`src/sv/lge_pkg.sv`:
```
package lge_pkg;

  // Default grid size
  localparam int DEF_GRID_COLS = 256;
  localparam int DEF_GRID_ROWS = 128;

  // Field widths of the item ports
  localparam int KIND_W = 2;
  localparam int ROW_W  = 7;
  localparam int COL_W  = 8;

  // Configuration port
  localparam int CFG_COLS_W  = 9;
  localparam int CFG_ROWS_W  = 8;
  localparam int CFG_DATA_W  = 9;
  localparam int CFG_INDEX_W = 1;

  localparam logic [CFG_INDEX_W-1:0] REG_COLS_IN_USE = 1'b0;
  localparam logic [CFG_INDEX_W-1:0] REG_ROWS_IN_USE = 1'b1;

  localparam logic [CFG_COLS_W-1:0] COLS_RESET = 9'd200;
  localparam logic [CFG_ROWS_W-1:0] ROWS_RESET = 8'd100;

  // Item kinds
  localparam logic [KIND_W-1:0] KIND_WRITE   = 2'd0;
  localparam logic [KIND_W-1:0] KIND_READ    = 2'd1;
  localparam logic [KIND_W-1:0] KIND_ADVANCE = 2'd2;
  localparam logic [KIND_W-1:0] KIND_NONE    = 2'd3;

  // B3/S23 rule
  localparam int NBR_W = 4;
  localparam logic [NBR_W-1:0] BIRTH_COUNT   = 4'd3;
  localparam logic [NBR_W-1:0] SURVIVE_COUNT = 4'd2;

  typedef enum logic [4:0] {
    S_CLEAR = 5'b00001,
    S_IDLE  = 5'b00010,
    S_CELL  = 5'b00100,
    S_GEN   = 5'b01000,
    S_DONE  = 5'b10000
  } state_t;

endpackage

```
`src/sv/lge_rule.sv`:
```
module lge_rule #(
  parameter int COLS = lge_pkg::DEF_GRID_COLS
) (
  input  logic [COLS-1:0] above,
  input  logic [COLS-1:0] center,
  input  logic [COLS-1:0] below,
  input  logic [COLS-1:0] col_mask,
  output logic [COLS-1:0] next_row
);

  // Pad each row with a dead cell on both ends
  logic [COLS+1:0] pad_above;
  logic [COLS+1:0] pad_center;
  logic [COLS+1:0] pad_below;

  assign pad_above  = {1'b0, above, 1'b0};
  assign pad_center = {1'b0, center, 1'b0};
  assign pad_below  = {1'b0, below, 1'b0};

  // Count the eight neighbors of each cell and apply birth and survival
  for (genvar i = 0; i < COLS; i++) begin : g_cell
    logic [lge_pkg::NBR_W-1:0] count;

    assign count = lge_pkg::NBR_W'(pad_above[i]) + lge_pkg::NBR_W'(pad_above[i+1])
                 + lge_pkg::NBR_W'(pad_above[i+2]) + lge_pkg::NBR_W'(pad_center[i])
                 + lge_pkg::NBR_W'(pad_center[i+2]) + lge_pkg::NBR_W'(pad_below[i])
                 + lge_pkg::NBR_W'(pad_below[i+1]) + lge_pkg::NBR_W'(pad_below[i+2]);

    assign next_row[i] = col_mask[i] & ((count == lge_pkg::BIRTH_COUNT)
                       | (center[i] & (count == lge_pkg::SURVIVE_COUNT)));
  end

endmodule

```
`config.mk`:
```
export PLATFORM = sky130hd
export DESIGN_NAME = lge_rule
export DESIGN_NICKNAME = d
export VERILOG_FILES = /design/src/sv/lge_pkg.sv /design/src/sv/lge_rule.sv
export SDC_FILE = /design/constraint.sdc
export NUM_CORES = 2
export LEC_CHECK = 0
export CAP_MARGIN = 25
export CORE_AREA = 3 3 492 494
export DETAILED_ROUTE_END_ITERATION = 6
export DIE_AREA = 0 0 495 497
export DONT_BUFFER_PORTS = 1
export REMOVE_ABC_BUFFERS = 1
export SLEW_MARGIN = 20
export SYNTH_ARGS = -nofsm -noshare
export SYNTH_HDL_FRONTEND = slang
export SYNTH_SLANG_ARGS = --single-unit
```
`constraint.sdc`:
```
create_clock -name vclk -period 4.1
set_input_delay 0.615 -clock vclk [all_inputs]
set_output_delay 0.615 -clock vclk [all_outputs]
set_load 0.02 [all_outputs]
```
==> summary by stage <==
Status
The flow ran to the end, but the final reports show violations. The checks that failed: negative setup slack.

Timing
Once routing completed, OpenROAD measured the worst setup slack at -0.105 ns. The final critical delay including setup and external delays is 4.20 ns. In this run the tightest slew margin relative to its limit is 0.641.

The final hold slack is 1.46 ns. The number of max-slew violations in the final report is 0. The fmax is 238 MHz. The final count of negative-setup-slack endpoints is 6. Dividing the final minimum period by the clock period gives 1.03. The hold violation total from the final report is 0. The sum of negative setup slack is -0.343 ns. Setup repair after global routing could not meet its margin everywhere. At the pin with the least slew margin, the transition time is 0.537 ns.

Finish
In the final layout, the share of cells above drive strength 1 is 0.209. The final layout contains 8080 nets. The clock tree buffer count of the final layout is 0. At the end of the flow the core is filled with cells to 0.229. Across the whole layout, storage elements account for 0 um2. The fill cell instance count of the final layout is 26000. The final cell count without fillers is 8512.

The area overhead of the layout relative to synthesis is 23.6%. The flip-flop and latch count is 0. The post-route cell area is 54500 um2.

Synthesis
The top-area cell type share of the netlist area is 0.463. The count of unique library cells instantiated by Yosys is 19. The commonest cells after synthesis are inv_1 (1787), fa_1 (1020), ha_1 (764). Counting every instance in the synthesized netlist gives 4846. Summing every instance area after synthesis gives 44100 um2. In the post-synthesis netlist, the cell with the most instances is inv_1.

The largest area contributor in the synthesized netlist is fa_1. The number of warning messages in the yosys log is 0. By area the synthesized netlist is led by fa_1 (46%), ha_1 (22%), inv_1 (15%).

The sequential fraction of the synthesis area is 0. A synthesized cell averages 9.10 um2.

Place
The final weighted congestion in routability-driven placement is 1.03. The area after detailed placement is 51400 um2. Input and output buffers added on the ports amount to 0. The wire-length estimate of the detail-placed layout is 192000 um. The number of placed instances with taps included is 8425.

Die
After floorplanning, the core was sized to cover 238000 um2. The die is 495 um wide. The overall die height is 497 um. The die covers 246000 um2.

Pin placement for this block handled 1280 I/O pins. The initial utilization of the core area, before any placement, comes to 0.185. The floorplan has 179 rows.

Global routing
The number of global-route vias before repair is 38600. The number of antenna violations at the first check in global routing is 81. The global-route wire length before repair is 281000 um.

The overall fraction of global-route tracks in use is 0.159. The total overflow left after global routing is 0. The largest net degree at the start of global routing is 4.

Detailed routing
The remaining antenna violation count after routing is 0. The wire length per cell after detailed routing is 23.5 um. Signal routing reaches up to met5. The number of violations reported at the end of detailed-routing iteration 0 is 1320. Wire segments on met3 add up to 22800 um in the final route. The routed design uses 103000 um of met2 wire. The detailed router put a total of 60300 um of wire on met1.

The detailed-router iteration count before antenna repair is 5. For this run, design rule violations remaining after detail routing come to 0. The detail-routed via count per cell is 4.08. The via total after detailed routing is 34700. The final routed wirelength across all metal layers is 200000 um.

Power and ir drop
In this run the power density over the cells is 263 nW/um2. The static leakage is 26.7 nW. Across the VDD grid, the largest voltage drop is 0.000141 V.

Worst setup path
The required time at the endpoint of the critical path is 3.48 ns. Of all nets on the critical path, the largest fanout is 2. The capturing element type of the critical path is a primary output.

The data arrival time at the worst-slack endpoint is 3.59 ns. The element type at the critical path start is a primary input. The critical path class is primary input to primary output.

Worst hold path
The path class of the tightest hold or removal check is primary input to primary output. The worst hold path passes through 3 cells.

Job
The max-cap check violation count is 0.

Clocking
In this run, post-CTS hold repair placed 0 buffers.
## cell type report
| cell class | count | area, um2 | share of cell area |
|---|---|---|---|
| inverters | 1787 | 7020 | 0.129 |
| repair buffers | 424 | 4010 | 0.0736 |
| multi-input cells | 3059 | 39300 | 0.721 |
| well taps | 3167 | 3960 | 0.0727 |
| diodes | 75 | 188 | 0.00344 |
## power by group
| part | leakage, nW | internal (W) | switching [W] |
|---|---|---|---|
| Clock | 0.000475 | 0.00000000253 | 0 |
| Sequential | 0 | 0 | 0 |
| Combinational | 26.7 | 0.00644 | 0.00789 |
| Total | 26.7 | 0.00644 | 0.00789 |
## critical path, cell delays in order
cell and delay (ns):
clkinvlp_4 0.11, buf_12 0.16, fa_1 0.51, fa_1 0.43, fa_1 0.52, inv_2 0.05, ha_4 0.16, fa_2 0.51
o211ai_1 0.07, a21oi_1 0.15, buf_4 0.17, buf_6 0.12
## logic make-up after synthesis
logic type	synth area share
compound gates	0.0989
fa+ha+maj	0.680
buf+inv	0.152
simple gates	0.0691
## cells in the final DEF (no fill, tap or decap), types with 2 or more instances in the layout
| cell | instances |
|---|---|
| a21oi_1 | 309 |
| a21oi_2 | 148 |
| a21oi_4 | 23 |
| buf_12 | 16 |
| buf_4 | 249 |
| buf_6 | 151 |
| buf_8 | 8 |
| clkinvlp_4 | 66 |
| diode_2 | 75 |
| fa_1 | 876 |
| fa_2 | 144 |
| ha_1 | 647 |
| ha_2 | 86 |
| ha_4 | 31 |
| inv_1 | 1680 |
| inv_12 | 3 |
| inv_2 | 34 |
| inv_8 | 3 |
| nand2_1 | 28 |
| nand2b_1 | 27 |
| nand3_1 | 227 |
| nand3b_1 | 26 |
| nor2_1 | 2 |
| o2111ai_1 | 21 |
| o2111ai_2 | 5 |
| o211ai_1 | 227 |
| or2_0 | 39 |
| or2_1 | 60 |
| or2_2 | 88 |
| or2_4 | 40 |
## metal layers
metal / vias to the layer above / track usage
met5: - / 0
met4: 42 / 0.0884
met3: 330 / 0.0724
met2: 1165 / 0.290
met1: 17400 / 0.144
li1: 15800 / -
## per-stage QoR
| step | setup WS (ns) | total power (W) |
|---|---|---|
| after floorplan | 0.126 | 0.00892 |
| after global placement | -0.704 | 0.0125 |
| after detailed placement | -0.701 | 0.0131 |
| after CTS | -0.258 | 0.0137 |
| after global routing | -0.217 | 0.0164 |
| final | -0.105 | 0.0143 |
## final timing paths
kind / slack (ns) / to / from
setup / recovery: -0.10 / next_row[224] / above[223]
hold / removal: 1.46 / next_row[0] / col_mask[0]
## what timing repair did
action / CTS / global route
setup buffers: 5 / 15
setup endpoints to repair: 105 / 199
pin swaps: 165 / 296
gates resized for setup: 335 / 483
Power figures use the tool's default switching activity.
